## src/steer_mode_drive_mixer_top_macros.svh

```systemverilog
// Assertion helpers shared by the mixer RTL.
`ifndef STEER_MODE_DRIVE_MIXER_TOP_MACROS_SVH
`define STEER_MODE_DRIVE_MIXER_TOP_MACROS_SVH

// Clocked assertion, switched off while the asynchronous reset is held.
`define SMDM_ASSERT(label, prop, msg) \
	label: assert property (@(posedge clk) disable iff (!arst_n) (prop)) else $error(msg);

// Implication form of the clocked assertion.
`define SMDM_ASSERT_IMP(label, ante, cons, msg) \
	`SMDM_ASSERT(label, (ante) |-> (cons), msg)

`endif

```

## src/smdm_pkg.sv

```systemverilog
`default_nettype none
package smdm_pkg;

	localparam int MODE_W = 3;
	localparam int CALC_W = 11;

	localparam logic [MODE_W-1:0] MODE_IDLE   = 3'd0;
	localparam logic [MODE_W-1:0] MODE_DIFF   = 3'd1;
	localparam logic [MODE_W-1:0] MODE_FRONT  = 3'd2;
	localparam logic [MODE_W-1:0] MODE_SPOT_L = 3'd3;
	localparam logic [MODE_W-1:0] MODE_SPOT_R = 3'd4;

	localparam logic signed [CALC_W-1:0] PWM_MAX = 11'sd100;
	localparam logic signed [CALC_W-1:0] PWM_MIN = -11'sd100;

	// Saturates a mixing value to the motor range and narrows it to the PWM width.
	function automatic logic signed [7:0] clamp_pwm(input logic signed [CALC_W-1:0] v);
		logic signed [CALC_W-1:0] c;
		begin
			if (v > PWM_MAX) begin
				c = PWM_MAX;
			end else if (v < PWM_MIN) begin
				c = PWM_MIN;
			end else begin
				c = v;
			end
			clamp_pwm = c[7:0];
		end
	endfunction

endpackage
`default_nettype wire

```

## src/steer_mode_drive_mixer_top.sv

```systemverilog
// A word accepted into the input register passes through the result register before it is offered on the master side.
// One word per cycle while m_tready is held high; the input and result registers form a two-stage pipeline.
// The only stall is a held-off m_tready, which backs up through both stages.
// Reset (arst_n low, asynchronous) empties both stages and puts the steering mode in idle.
`default_nettype none
`include "steer_mode_drive_mixer_top_macros.svh"
module steer_mode_drive_mixer_top (
	input  wire logic        clk,
	input  wire logic        arst_n,
	input  wire logic        s_tvalid,
	output logic             s_tready,
	// forward_cmd [7:0], manual_turn [15:8], line_turn [23:16], front_angle [39:24]
	input  wire logic [39:0] s_tdata,
	// drive_mode_req [0], steer_mode_req [3:1]
	input  wire logic [3:0]  s_tuser,
	output logic             m_tvalid,
	input  wire logic        m_tready,
	// steer_angle [8:0], left_pwm [16:9], right_pwm [24:17], zeros above
	output logic [31:0]      m_tdata
);
	import smdm_pkg::*;

	// Input stage.
	logic                     valid_s1;
	logic signed [7:0]        forward_cmd_s1;
	logic signed [7:0]        manual_turn_s1;
	logic signed [7:0]        line_turn_s1;
	logic                     drive_mode_req_s1;
	logic        [MODE_W-1:0] steer_mode_req_s1;
	logic signed [15:0]       front_angle_s1;

	// Result stage.
	logic                     valid_s2;
	logic        [MODE_W-1:0] mode_s2;
	logic signed [8:0]        steer_angle_s2;
	logic signed [7:0]        left_pwm_s2;
	logic signed [7:0]        right_pwm_s2;

	logic        [MODE_W-1:0] mode_q;
	logic        [MODE_W-1:0] mode_d;

	logic adv_s2;
	logic adv_s1;

	logic signed [CALC_W-1:0] f_w;
	logic signed [CALC_W-1:0] t_w;
	logic signed [CALC_W-1:0] l_w;
	logic signed [CALC_W-1:0] r_w;
	logic signed [CALC_W-1:0] ang_w;
	logic signed [8:0]        steer_angle_d;
	logic signed [7:0]        left_pwm_d;
	logic signed [7:0]        right_pwm_d;
	logic                     centred;
	logic                     req_spot;

	assign adv_s2   = !valid_s2 || m_tready;
	assign adv_s1   = valid_s1 && adv_s2;
	assign s_tready = !valid_s1 || adv_s2;

	always_ff @(posedge clk or negedge arst_n) begin
		if (!arst_n) begin
			valid_s1 <= 1'b0;
		end else if (s_tready) begin
			valid_s1 <= s_tvalid;
		end
	end

	always_ff @(posedge clk) begin
		if (s_tvalid && s_tready) begin
			forward_cmd_s1    <= s_tdata[7:0];
			manual_turn_s1    <= s_tdata[15:8];
			line_turn_s1      <= s_tdata[23:16];
			front_angle_s1    <= s_tdata[39:24];
			drive_mode_req_s1 <= s_tuser[0];
			steer_mode_req_s1 <= s_tuser[3:1];
		end
	end

	// Steering mode update. Leaving idle needs a centred wheel; the spot modes may swap freely.
	assign centred  = (front_angle_s1 == 16'sd0);
	assign req_spot = (steer_mode_req_s1 == MODE_SPOT_L) || (steer_mode_req_s1 == MODE_SPOT_R);

	always_comb begin
		mode_d = MODE_IDLE;
		case (mode_q)
			MODE_IDLE: begin
				if (centred && (steer_mode_req_s1 >= MODE_DIFF)
						&& (steer_mode_req_s1 <= MODE_SPOT_R)) begin
					mode_d = steer_mode_req_s1;
				end
			end
			MODE_SPOT_L, MODE_SPOT_R: begin
				if (req_spot) begin
					mode_d = steer_mode_req_s1;
				end
			end
			default: begin
				if (steer_mode_req_s1 == mode_q) begin
					mode_d = mode_q;
				end
			end
		endcase
	end

	always_ff @(posedge clk or negedge arst_n) begin
		if (!arst_n) begin
			mode_q <= MODE_IDLE;
		end else if (adv_s1) begin
			mode_q <= mode_d;
		end
	end

	// Output computation for the mode just chosen.
	always_comb begin
		f_w = {{(CALC_W-8){forward_cmd_s1[7]}}, forward_cmd_s1};
		if (drive_mode_req_s1) begin
			t_w = {{(CALC_W-8){line_turn_s1[7]}}, line_turn_s1};
		end else begin
			t_w = {{(CALC_W-8){manual_turn_s1[7]}}, manual_turn_s1};
		end
		ang_w       = '0;
		left_pwm_d  = forward_cmd_s1;
		right_pwm_d = forward_cmd_s1;
		l_w         = f_w + t_w;
		r_w         = f_w - t_w;
		case (mode_d)
			MODE_DIFF: begin
				// Excess over full scale on one wheel is taken off the other when moving forward.
				if (l_w > PWM_MAX) begin
					if (f_w > 0) begin
						r_w = r_w - (l_w - PWM_MAX);
					end
					l_w = PWM_MAX;
				end else if (l_w < PWM_MIN) begin
					l_w = PWM_MIN;
				end
				if (r_w > PWM_MAX) begin
					if (f_w > 0) begin
						l_w = l_w - (r_w - PWM_MAX);
					end
					r_w = PWM_MAX;
				end else if (r_w < PWM_MIN) begin
					r_w = PWM_MIN;
				end
				if (f_w > 0) begin
					if (l_w < 0) begin
						l_w = '0;
					end
					if (r_w < 0) begin
						r_w = '0;
					end
				end
				left_pwm_d  = l_w[7:0];
				right_pwm_d = r_w[7:0];
			end
			MODE_FRONT: begin
				ang_w = t_w;
			end
			MODE_SPOT_L: begin
				ang_w       = (t_w >= 0) ? -t_w : t_w;
				left_pwm_d  = clamp_pwm(-f_w);
				right_pwm_d = clamp_pwm(f_w);
			end
			MODE_SPOT_R: begin
				ang_w       = (t_w < 0) ? -t_w : t_w;
				left_pwm_d  = clamp_pwm(f_w);
				right_pwm_d = clamp_pwm(-f_w);
			end
			default: begin
			end
		endcase
		steer_angle_d = ang_w[8:0];
	end

	always_ff @(posedge clk or negedge arst_n) begin
		if (!arst_n) begin
			valid_s2 <= 1'b0;
		end else if (adv_s2) begin
			valid_s2 <= valid_s1;
		end
	end

	always_ff @(posedge clk) begin
		if (adv_s1) begin
			mode_s2        <= mode_d;
			steer_angle_s2 <= steer_angle_d;
			left_pwm_s2    <= left_pwm_d;
			right_pwm_s2   <= right_pwm_d;
		end
	end

	assign m_tvalid = valid_s2;
	assign m_tdata  = {7'd0, right_pwm_s2, left_pwm_s2, steer_angle_s2};

	`SMDM_ASSERT_IMP(a_mode_moves_on_item, !$stable(mode_q), $past(adv_s1),
		"Steering mode changed without an item passing the input stage")
	`SMDM_ASSERT_IMP(a_leave_idle_centred, (mode_q != MODE_IDLE) && ($past(mode_q) == MODE_IDLE),
		$past(adv_s1) && ($past(front_angle_s1) == 16'sd0),
		"Steering mode left idle with the front wheel off centre")
	`SMDM_ASSERT_IMP(a_spot_opposed,
		valid_s2 && ((mode_s2 == MODE_SPOT_L) || (mode_s2 == MODE_SPOT_R)),
		left_pwm_s2 == -right_pwm_s2, "Spot turn wheels not driven in opposition")
	`SMDM_ASSERT_IMP(a_diff_in_range, valid_s2 && (mode_s2 == MODE_DIFF),
		(left_pwm_s2 <= 8'sd100) && (left_pwm_s2 >= -8'sd100)
		&& (right_pwm_s2 <= 8'sd100) && (right_pwm_s2 >= -8'sd100),
		"Differential drive word outside the motor range")

endmodule
`default_nettype wire

```

## config.mk

```make
export PLATFORM = sky130hd
export DESIGN_NAME = steer_mode_drive_mixer_top
export DESIGN_NICKNAME = d
export VERILOG_FILES = /design/src/smdm_pkg.sv /design/src/steer_mode_drive_mixer_top.sv
export VERILOG_INCLUDE_DIRS = /design/src /design/src/src
export SDC_FILE = /design/constraint.sdc
export NUM_CORES = 1
export LEC_CHECK = 0
export ABC_AREA = 1
export BUFFER_PORTS_ARGS = -buffer_cell sky130_fd_sc_hd__buf_4
export CORE_AREA = 2 2 107 109
export CTS_BUF_LIST = sky130_fd_sc_hd__clkbuf_8 sky130_fd_sc_hd__clkbuf_16
export CTS_CLUSTER_DIAMETER = 120
export DETAILED_ROUTE_END_ITERATION = 12
export DIE_AREA = 0 0 109 111
export GPL_TIMING_DRIVEN = 0
export PLACE_DENSITY = 0.81
export SLEW_MARGIN = 20
export SYNTH_ARGS = -nofsm -noshare
export SYNTH_HDL_FRONTEND = slang
export SYNTH_SLANG_ARGS = --single-unit
export TNS_END_PERCENT = 20
```

## constraint.sdc

```tcl
create_clock -name clk -period 7.9 [get_ports clk]
set_clock_uncertainty 0.1 [all_clocks]
set_input_delay 0 -clock clk [delete_from_list [all_inputs] [get_ports clk]]
set_output_delay 0 -clock clk [all_outputs]
set_load 0.1 [all_outputs]
```

---- Word level (Yosys, flattened, before mapping) ----
Cells that the tools add are included.
W data, S select, Z words.
storage, ports and cells
  ROM bits ................................ 0
  memories ................................ 0
  input port bits ......................... 48
  output and inout bits ................... 34
  bits in registers ....................... 74
  bits in latches ......................... 0
  bits in writable memories ............... 0
operators by class
  equal/unequal tests ..................... 9
  reduce and logical (&&, ||, !) cells .... 12
  mux-type cells .......................... 30
  shift-type cells ........................ 0
  $add $sub $neg .......................... 8
  bitwise operators ....................... 0
  $mul .................................... 0
  $lt $le $gt $ge ......................... 15
  div/mod/pow operators ................... 0
operator list
  operator                 count
  $mux W11                 13
  $mux W8                  8
  $pmux W8 S3              2
  $gt A11 B8 Y1 const B    3
  $lt A11 B1 Y1 const B    3
  $lt A11 B8 Y1 const B    3
  $pmux W9 S3              1
  $sub A11 B11 Y11         2
  $sub A11 B8 Y11 const B  2
  $mux W9                  2
  $logic_not A16 Y1        1
  $eq A3 B2 Y1 const B     4
  $add A8 B11 Y11          1
  $ge A11 B1 Y1 const B    1
  $neg A8 Y11              1
  $sub A8 B11 Y11          1
  $eq A3 B3 Y1 const B     3
  $mux W3                  3
  $neg A9 Y9               1
  $gt A8 B1 Y1 const B     1
  $gt A8 B8 Y1 const B     1
  $lt A8 B8 Y1 const B     1
  $pmux W3 S2              1
  $logic_and A1 B1 Y1      4
  other kinds (8)          11

---- Depth between registers and ports, before layout ----
Gate-level depths: netlist of run 1.
  depth after elaboration ................. 16
  gate-level depth with buffers ........... 39

---- Worst setup path after synthesis of run 1 ----
No wires, ideal clock.
  kind .................................... register to register
  start point ............................. register drive_mode_req_s1
  end point ............................... register left_pwm_s2[5], data pin
  cell stages (with the launch flop) ...... 38
  period minus slack after synthesis ...... 5.779 ns
  slack ................................... 2.121 ns
  required time ........................... 7.540 ns
  data arrival time ....................... 5.418 ns
  path buffers ............................ 1
  setup time .............................. 0.260 ns
  cells stage by stage .................... edfxtp_1 -> clkbuf_1 -> inv_1 -> or2_2 -> o21ai_0 -> inv_1 -> ha_1 -> fa_1 -> nand3b_1 -> nand2_1 -> xor2_1 -> inv_1 -> ha_1 -> ha_1 -> a21oi_1 -> o21ai_0 -> xnor2_1 -> nand2_1 -> (+2 left out) -> nand2_1 -> inv_1 -> ha_1 -> inv_1 -> ha_1 -> nand2_1 -> nor2_1 -> a211oi_1 -> inv_1 -> nand2_1 -> o2111ai_1 -> xor2_1 -> inv_1 -> nand3_1 -> nand2_1 -> nand3_2 -> nand2_1 -> nand3_1
on the way
  cells in the longest elaborated chain, start to end .. 16
ends and longest elaborated chain
  element                  line                               source
  from (decl)              steer_mode_drive_mixer_top.sv:28   logic drive_mode_req_s1;
  from (signal assigned)   steer_mode_drive_mixer_top.sv:74   drive_mode_req_s1 <= s_tuser[0];
  $mux W11 (*)             steer_mode_drive_mixer_top.sv:116  if (drive_mode_req_s1) begin
  $add A8 B11 Y11          steer_mode_drive_mixer_top.sv:124  l_w = f_w + t_w;
  $sub A11 B8 Y11          steer_mode_drive_mixer_top.sv:131  r_w = r_w - (l_w - PWM_MAX);
  $sub A11 B11 Y11         steer_mode_drive_mixer_top.sv:131
  $mux W11                 steer_mode_drive_mixer_top.sv:130  if (f_w > 0) begin
  $mux W11                 steer_mode_drive_mixer_top.sv:129  if (l_w > PWM_MAX) begin
  $mux W11                 steer_mode_drive_mixer_top.sv:126  case (mode_d)
  $sub A11 B8 Y11          steer_mode_drive_mixer_top.sv:139  l_w = l_w - (r_w - PWM_MAX);
  $sub A11 B11 Y11         steer_mode_drive_mixer_top.sv:139
  $mux W11                 steer_mode_drive_mixer_top.sv:138  if (f_w > 0) begin
  $mux W11 (*)             steer_mode_drive_mixer_top.sv:137  if (r_w > PWM_MAX) begin
  $mux W11 (*)             steer_mode_drive_mixer_top.sv:126
  $lt A11 B1 Y1            steer_mode_drive_mixer_top.sv:146  if (l_w < 0) begin
  $mux W8                  steer_mode_drive_mixer_top.sv:146
  $mux W8 (*)              steer_mode_drive_mixer_top.sv:145  if (f_w > 0) begin
  $pmux W8 S3 (*)          steer_mode_drive_mixer_top.sv:126
  named net left_pwm_d[5]  steer_mode_drive_mixer_top.sv:51   logic signed [7:0] left_pwm_d;
  to (signal assigned)     steer_mode_drive_mixer_top.sv:187  left_pwm_s2 <= left_pwm_d;
  to (decl)                steer_mode_drive_mixer_top.sv:36   logic signed [7:0] left_pwm_s2;
The timed path passes the listed nets; every way through them passes the cells marked *. The select of a mux whose other input is x is not followed.
A chain may end at the register's enable or synchronous reset.

---- Worst setup path after layout of run 1 ----
  start point ............................. register drive_mode_req_s1
  end point ............................... register left_pwm_s2[3], data pin
The elaborated chain is that of the path after synthesis.

==> results.md, run 1 <==
* Status: completed
* Final Core Density at 70.88%
* Crit-path max cell delay at 0.43 ns
* Crit-path slowest cell: fa_1
* H-Tree Depth at 3
* Initial Utilization at 56.57%
* Number of nets in the layout at 1,060
* Unrepaired setup endpoints after global routing: no
* Core box area at 11,080 um^2
* Reg2Reg Depth at 37
* Avg WL per Cell at 15.79 um
* Most common cell after layout, fill and taps aside: nand2_1
* Achievable frequency at 0.1427 GHz
* CP Data Arrival Time at 7.00 ns
* # clock sinks at 74
* Critical path peak fanout at 9
* Mapped cell area at 6266 um^2
* Std-Cell Rows at 39
* Hpwl dp at 11.56 mm
* Chip Width at 109 um
* Period utilization at 88.72%
* Tmin final at 7.009 ns
* Post-Synth Adder-Cell Area at 13.66%
* WP depth at 37
* Crit Path Category: reg -> reg
* Worst Setup End Kind: register
* Worst rel slew slack at 31.32%
* RR Endpoint: left_pwm_s2[3]
* Compound-Gate Fraction of Synth Area at 13.16%
* Worst Path Required at 7.89 ns
* Global-route wire length before repair at 27.92 mm
* R2R setup slack at 0.89 ns
* DRC errors left at 0
* Die area at 12,100 um^2
* CP Launch Point: drive_mode_req_s1
* Min Hold Slack at 0.2669 ns
* PortBufs at 74
* Worst r2r src: drive_mode_req_s1
* GPL Wtd Cong at 0.9474
* Vias at 6,047
* Die H at 111 um
* CP startpoint kind: register
* DRT antenna net count at 0
* Synth cell types at 46
* Share of cells above drive strength 1 at 14.72%
* Mux cell area share after synthesis at 0.1597%
* Synth Instances at 804
* CTS root buf: clkbuf_16
* CTS tree: built
* Clk_lat worst skew at 0.35 ns
* Final Max Tran Viols at 0
* P_leak at 3.725 nW
* Worst Tran Pin Value at 1.024 ns
* DP Cell Count at 1,028
* XOR/XNOR Fraction of Synth Area at 3.774%
* Total Wirelength at 17.28 mm
* Crit path to: left_pwm_s2[3]
* CP top delay family: adder cells
* Clk buf depth at 2
* Max-cap violations at 0
* Hold Crit Class: in -> reg
* Largest net degree at the start of global routing at 34
* Final cell count without fillers at 1,094
* Inserted Clock Buffers at 9
* Bufs and invs on worst path at 8
* Final setup fails at 0
* Number of synthesized register bits at 74
* Setup bufs post-CTS at 0
* DR vias/cell at 5.527
* Avg Cell Area, Syn at 7.794 um^2
* Drt first pass iters at 7
* Post-CTS Hold Buffers at 50
* Vias in the first global route at 5,978
* Inserted Diodes at 0
* Setup slack after layout at 0.8909 ns
* Top-area cell type share of the netlist area at 33.07%
* PwrDens at 300.0 nW/um^2
* Setup_tns at 0 ns
* Post-synthesis simple-gate area fraction at 24.18%
* Yosys warnings at 0
* Min-delay src: s_tdata[25]
* CP most frequent cell: nand2_1
* Initial antenna violation count at 0
* Global-route total usage across every layer at 29.60%
* Most frequent cells in the layout: nand2_1, inv_1, buf_4
* Largest family of logic cells by synthesized area: simple AND/OR/NAND/NOR gates
* Iter 0 DRT Violations at 596
* # IOs at 82
* Sequential-to-total area share from yosys stat at 35.06%
* CTS resizes at 0
* Yosys top cell by area: edfxtp_1
* Pre-CTS WS at 1.085 ns
* Area grow syn2layout at 25.30%
* GRT overflow at 0
* Clock transition at path regs at 0.07 ns
* Final hold vios at 0
* Worst VDD drop at 0.2815 mV
* Synth top area cells: edfxtp_1, ha_1, nand2_1
==> how the worst min path moves through the flow <==
stage / depth (start not counted) / to / slack, ns
after floorplan: 0 / m_tvalid / -0.40
after global placement: 1 / valid_s1 / -0.30
after detailed placement: 1 / valid_s1 / -0.30
after CTS: 2 / steer_mode_req_s1[1] / 0.27
after global routing: 2 / front_angle_s1[1] / 0.28
final: 2 / front_angle_s1[1] / 0.27
==> registers in the layout, summed over array words and instances, names as in the netlist, 3 cells and up <==
signal,cells
manual_turn_s1,8
steer_mode_req_s1,3
line_turn_s1,8
right_pwm_s2,8
forward_cmd_s1,8
left_pwm_s2,8
mode_q,3
steer_angle_s2,9
front_angle_s1,16
==> power by group <==
group          leakage (nW)  internal (W)  switching, W
clock network         0.145      0.000251      0.000193
registers             0.734      0.000472     0.0000187
logic                  2.85      0.000513      0.000909
==> routing by layer <==
metal	global-route usage, %	wire length (um)	up-vias
li1	-	-	2957
met1	35.60	6686	2744
met2	52.17	8658	296
met3	3.762	1264	50
met4	12.74	665	0
met5	0	0	-
==> worst reg2reg max path: cells and delay by family (launching register included) <==
| kind | cells | cell delay [ns] |
|---|---|---|
| buf+inv | 8 | 1.12 |
| xor+xnor | 3 | 0.62 |
| flops | 1 | 0.35 |
| compound gates | 5 | 0.90 |
| simple gates | 15 | 1.73 |
| fa+ha+maj | 6 | 1.95 |
==> per-stage QoR <==
step	instance area (um^2)	power [W]
2_1_floorplan	6289	0.001604
3_3_place_gp	7023	0.001849
3_5_place_dp	7043	0.001875
4_1_cts	7851	0.002335
5_1_grt	7851	0.002554
6_report	7851	0.002356
==> final cells by class <==
type	instances	area, um^2
Multi-Input combinational cell	585	3468
Fill cell	841	3226
Sequential cell	74	2197
Timing Repair Buffer	125	1076
Inverter	127	476.7
Clock buffer	9	225.2
Tap cell	143	178.9
Buffer	24	146.4
Clock inverter	7	82.58
==> synthesized netlist by cell type, drive strengths merged <==
master,n
nand2,190
inv,126
nor2,70
edfxtp,69
ha,62
nand3,55
a21oi,51
o21ai,49
xor2,21
buf,13
clkbuf,11
nor3,10
nand4,9
or2,8
a31oi,6
o221ai,6
xnor2,6
dfrtp,5
o211ai,5
fa,4
o2111ai,4
o22ai,4
o31ai,4
nand3b,3
o311ai,3
a211oi,1
a21boi,1
a22oi,1
clkinv,1
conb,1
mux2i,1
nor3b,1
o21a,1
o21bai,1
o22a,1
==> cells by family (layout without fill, tap and decap cells) <==
logic type	Yosys count	count (layout)
AND/OR/NAND/NOR	346	346
buffers and inverters	151	292
AO/OA/AOI/OAI	138	138
flip-flops	74	74
adder cells (fa/ha/maj)	66	66
XOR/XNOR	27	27
other	1	7
multiplexers	1	1
Power figures use the tool's default switching activity.
==> run 2: changes to the inputs <==
==> constraint.sdc (replaced) <==
create_clock -name clk -period 7.9 [get_ports clk]
set_clock_uncertainty 0.1 [all_clocks]
set_input_delay 0.395 -clock clk [delete_from_list [all_inputs] [get_ports clk]]
set_output_delay 0.395 -clock clk [all_outputs]
set_load 0.1 [all_outputs]
==> run 2 against run 1 <==
Effect of this change: core utilization fell by 4.4 points; fmax rose by 1.6%; first-iteration DRC count fell by 35%; global-route usage fell by 4.1 points; design area fell by 6.2%; combinational power barely moved; die area did not move; final cell count fell by 4.5%; sequential share of layout area rose by 1.9 points; critical path depth did not move; power fell by 1.6%; wire length fell by 14%; critical endpoint unchanged.
==> results.md, run 2 (synthesis results as in run 1) <==
* Status: completed
* Worst Setup End Kind: register
* Crit-path slowest cell: fa_1
* Core box area at 11,080 um^2
* Design area at 7361 um^2
* Max-cap violations at 0
* Most common cell after layout, fill and taps aside: nand2_1
* Hold Crit Class: in -> reg
* Hpwl dp at 11.56 mm
* Period utilization at 87.36%
* # clock sinks at 74
* CP Launch Point: drive_mode_req_s1
* Setup_tns at 0 ns
* R2R setup slack at 1.0 ns
* DR vias/cell at 5.389
* CP top delay family: adder cells
* Vias in the first global route at 5,410
* Critical path peak fanout at 9
* Iter 0 DRT Violations at 386
* Clk_lat worst skew at 0.34 ns
* Worst Path Required at 7.88 ns
* Post-CTS Hold Buffers at 1
* CTS resizes at 0
* Tmin final at 6.901 ns
* Global-route total usage across every layer at 25.47%
* Achievable frequency at 0.1449 GHz
* Bufs and invs on worst path at 8
* Unrepaired setup endpoints after global routing: no
* Worst rel slew slack at 34.37%
* Initial antenna violation count at 0
* Dpl cell area at 7043 um^2
* # IOs at 82
* PwrDens at 314.7 nW/um^2
* Drt first pass iters at 5
* Largest registers: front_angle_s1 x16, steer_angle_s2 x9
* Chip Width at 109 um
* Most frequent cells in the layout: nand2_1, inv_1, buf_4
* Min-delay src: s_tdata[17]
* Area grow syn2layout at 17.47%
* Crit-path max cell delay at 0.42 ns
* DRT antenna net count at 0
* CP most frequent cell: nand2_1
* Initial Utilization at 56.57%
* Setup bufs post-CTS at 0
* PortBufs at 74
* Share of cells above drive strength 1 at 15.52%
* Worst Tran Pin Value at 0.9784 ns
* Largest net degree at the start of global routing at 34
* H-Tree Depth at 3
* Crit path to: left_pwm_s2[3]
* Std-Cell Rows at 39
* P_leak at 3.521 nW
* Final hold vios at 0
* Clk buf depth at 2
* Crit Path Category: reg -> reg
* Worst r2r src: drive_mode_req_s1
* DRC errors left at 0
* Final Max Tran Viols at 0
* Worst VDD drop at 0.2809 mV
* Final cell count without fillers at 1,045
* Inserted Clock Buffers at 9
* Number of nets in the layout at 1,011
* CTS tree: built
* Min Hold Slack at 0.1234 ns
* Vias at 5,631
* Clock transition at path regs at 0.07 ns
* Global-route wire length before repair at 24.23 mm
* Inserted Diodes at 0
* WP depth at 37
* RR Endpoint: left_pwm_s2[3]
* GRT overflow at 0
* Final Core Density at 66.45%
* Max reg flops at 16
* Total Wirelength at 14.86 mm
* GPL Wtd Cong at 0.9474
* Register with the most flip-flops: front_angle_s1
* CTS root buf: clkbuf_16
* Final setup fails at 0
* Filler Cells Inserted at 948
* CP startpoint kind: register
* Avg WL per Cell at 14.22 um
* Die H at 111 um
* Die area at 12,100 um^2
* Reg2Reg Depth at 37
* DP Cell Count at 1,028
* CP Data Arrival Time at 6.88 ns
[run 2: power by group]
| group | internal [W] | switching (W) | total (W) |
|---|---|---|---|
| logic | 0.000496 | 0.000899 | 0.00139 |
| clock network | 0.000250 | 0.000184 | 0.000434 |
| registers | 0.000471 | 0.0000163 | 0.000488 |
| total | 0.00122 | 0.00110 | 0.00232 |
[run 2: worst reg2reg max path: cells and delay by family, from the launching register on]
family / cells / cell delay [ns]
adders and majority gates: 6 / 1.94
xor gates and xnor gates: 3 / 0.61
buffers and inverters: 8 / 1.09
and+or+nand+nor: 15 / 1.71
AOI/OAI and AO/OA: 5 / 0.89
DFF: 1 / 0.32
[run 2: stage by stage]
stage / setup slack, ns / power [W]
4_1_cts: 1.033 / 0.002315
3_5_place_dp: 1.085 / 0.001875
2_1_floorplan: 2.121 / 0.001604
3_3_place_gp: 1.071 / 0.001849
6_report: 0.9988 / 0.002317
5_1_grt: 0.3029 / 0.002520
[run 2: worst min path at each step]
stage                                       to  slack, ns  cells after the start
after floorplan                       m_tvalid    -0.0006                      0
after global placement                valid_s1        0.1                      1
after detailed placement              valid_s1        0.1                      1
after CTS                 steer_mode_req_s1[1]       0.12                      1
after global routing         manual_turn_s1[1]       0.12                      1
final                          line_turn_s1[1]       0.12                      1
[run 2: final cells by class]
| class | count | area, um^2 | area share [%] |
|---|---|---|---|
| Sequential cell | 74 | 2197 | 29.85 |
| Inverter | 127 | 476.7 | 6.476 |
| Multi-Input combinational cell | 585 | 3468 | 47.12 |
| Clock buffer | 9 | 225.2 | 3.060 |
| Tap cell | 143 | 178.9 | 2.431 |
| Clock inverter | 7 | 82.58 | 1.122 |
| Timing Repair Buffer | 76 | 585.6 | 7.955 |
| Buffer | 24 | 146.4 | 1.989 |
[run 2: routing by layer]
layer / share of wire [%] / track usage, %
met5: 0 / 0
met4: 3.8 / 11.97
met3: 5.6 / 3.645
met2: 49 / 42.94
met1: 42 / 31.72
==> run 3: changes to the inputs <==
--- a/config.mk
+++ b/config.mk
@@ -14,7 +14,7 @@
 export DETAILED_ROUTE_END_ITERATION = 12
 export DIE_AREA = 0 0 109 111
 export GPL_TIMING_DRIVEN = 0
-export PLACE_DENSITY = 0.81
+export PLACE_DENSITY = 0.79
 export SLEW_MARGIN = 20
 export SYNTH_ARGS = -nofsm -noshare
 export SYNTH_HDL_FRONTEND = slang
==> run 3 against run 2 <==
Effect of this change: global-route usage down 0.23 points; sequential share of layout area unchanged; setup slack worse by 0.11 ns; flip-flop and latch count unchanged; sequential power about the same; die area unchanged; non-clock buffer count unchanged; final cell count unchanged; hold slack better by 0.0068 ns; first-iteration DRC count down 8.8%; power down 0.27%; register-to-register slack worse by 0.11 ns; critical endpoint unchanged; largest cell class unchanged.
==> results.md, run 3 (synthesis results as in run 1) <==
* GRT overflow at 0
* DP Cell Count at 1,028
* Die area at 12,100 um^2
* Chip Width at 109 um
* Area grow syn2layout at 17.47%
* Bufs and invs on worst path at 8
* CP most frequent cell: nand2_1
* Final setup fails at 0
* Worst VDD drop at 0.2983 mV
* Initial Utilization at 56.57%
* Inserted Clock Buffers at 9
* Met3 Wirelength at 787 um
* Max reg flops at 16
* Total power at 0.002311 W
* Worst Setup End Kind: register
* Most frequent cells in the layout: nand2_1, inv_1, buf_4
* CTS resizes at 0
* Std-Cell Rows at 39
* Largest net degree at the start of global routing at 35
* Register with the most flip-flops: front_angle_s1
* P_leak at 3.521 nW
* Design area at 7361 um^2
* Die H at 111 um
* Core box area at 11,080 um^2
* Iter 0 DRT Violations at 352
* Avg WL per Cell at 14.01 um
* CP Data Arrival Time at 6.99 ns
* Min Hold Slack at 0.1303 ns
* Filler Cells Inserted at 924
* Multi-input gate area at 3468 um^2
* Initial antenna violation count at 0
* Tmin final at 7.008 ns
* H-Tree Depth at 3
* CTS root buf: clkbuf_16
* Vias in the first global route at 5,425
* Global-route total usage across every layer at 25.24%
* PwrDens at 313.9 nW/um^2
* Dpl cell area at 7043 um^2
* Clock transition at path regs at 0.07 ns
* Achievable frequency at 0.1427 GHz
* Final cell count without fillers at 1,045
* PortBufs at 74
* Worst Path Required at 7.88 ns
* Inserted Diodes at 0
* DR vias/cell at 5.456
* Final hold vios at 0
* Drt first pass iters at 5
* Most common cell after layout, fill and taps aside: nand2_1
* # clock sinks at 74
* Final Max Tran Viols at 0
* Max-cap violations at 0
* Status: completed
* Global-route wire length before repair at 24.21 mm
* Hpwl dp at 11.56 mm
* Setup_tns at 0 ns
* Met2 wire len at 7.211 mm
* Clk_lat worst skew at 0.34 ns
* DRT met1 WL at 6.160 mm
* CTS tree: built
* Crit-path slowest cell: fa_1
* Top Metal Used: met4
* Worst Tran Pin Value at 0.9860 ns
* Register area at 2197 um^2
* Share of cells above drive strength 1 at 15.52%
* Worst rel slew slack at 33.86%
* Largest registers: front_angle_s1 x16, steer_angle_s2 x9
* DRC errors left at 0
* # IOs at 82
* Period utilization at 88.71%
* Crit-path max cell delay at 0.41 ns
* Clk buf depth at 2
* Hold Crit Class: in -> reg
* Total Wirelength at 14.64 mm
* Critical path peak fanout at 9
* Vias at 5,701
* Number of nets in the layout at 1,011
* CP startpoint kind: register
* Setup bufs post-CTS at 0
* DRT antenna net count at 0
* CP top delay family: adder cells
* GPL Wtd Cong at 0.9407
* Unrepaired setup endpoints after global routing: no
* Crit Path Category: reg -> reg
[run 3: cell counts in the layout (fill, tap and decap cells not counted)]
Identical to the previous run, type by type.
[run 3: worst paths after layout]
| check | startpoint | cells past startpoint | slack (ns) | end |
|---|---|---|---|---|
| hold reg to reg | m_tvalid | 2 | 0.46 | m_tvalid |
| min in group asynchronous | arst_n | 2 | 0.30 | valid_s1 |
| setup reg to reg | drive_mode_req_s1 | 37 | 0.89 | left_pwm_s2[3] |
| max in group asynchronous | arst_n | 2 | 7.29 | mode_q[0] |
| setup / recovery | drive_mode_req_s1 | 37 | 0.89 | left_pwm_s2[3] |
| hold / removal | s_tdata[18] | 1 | 0.13 | line_turn_s1[2] |
[run 3: where the power goes]
group / internal [W] / switching, W / leakage, nW
clock network: 0.000250 / 0.000176 / 0.145
registers: 0.000472 / 0.0000164 / 0.734
logic: 0.000497 / 0.000900 / 2.64
[run 3: what timing repair did]
action / in CTS / in global routing
endpoints found under the hold margin: 5 / 0
hold buffers: 1 / 0
setup endpoints to repair: 0 / 0
[run 3: per-layer routing]
layer	global-route usage, %	vias to the layer above
li1	-	2871
met1	31.52	2595
met2	43.35	196
met3	3.704	39
met4	9.915	0
met5	0	-
[run 3: final cells by class]
class	instances	area share [%]
buffer	24	1.989
clock buffer	9	3.060
clock inverter	7	1.122
inverter	127	6.476
multi-input combinational	585	47.12
sequential	74	29.85
tap	143	2.431
timing repair buffer	76	7.955
[run 3: stage by stage]
stage	worst slack (ns)	util [%]
2_1_floorplan	2.121	-
3_3_place_gp	1.060	63.40
3_5_place_dp	1.010	63.58
4_1_cts	0.9627	66.45
5_1_grt	0.2716	66.45
6_report	0.8915	66.45
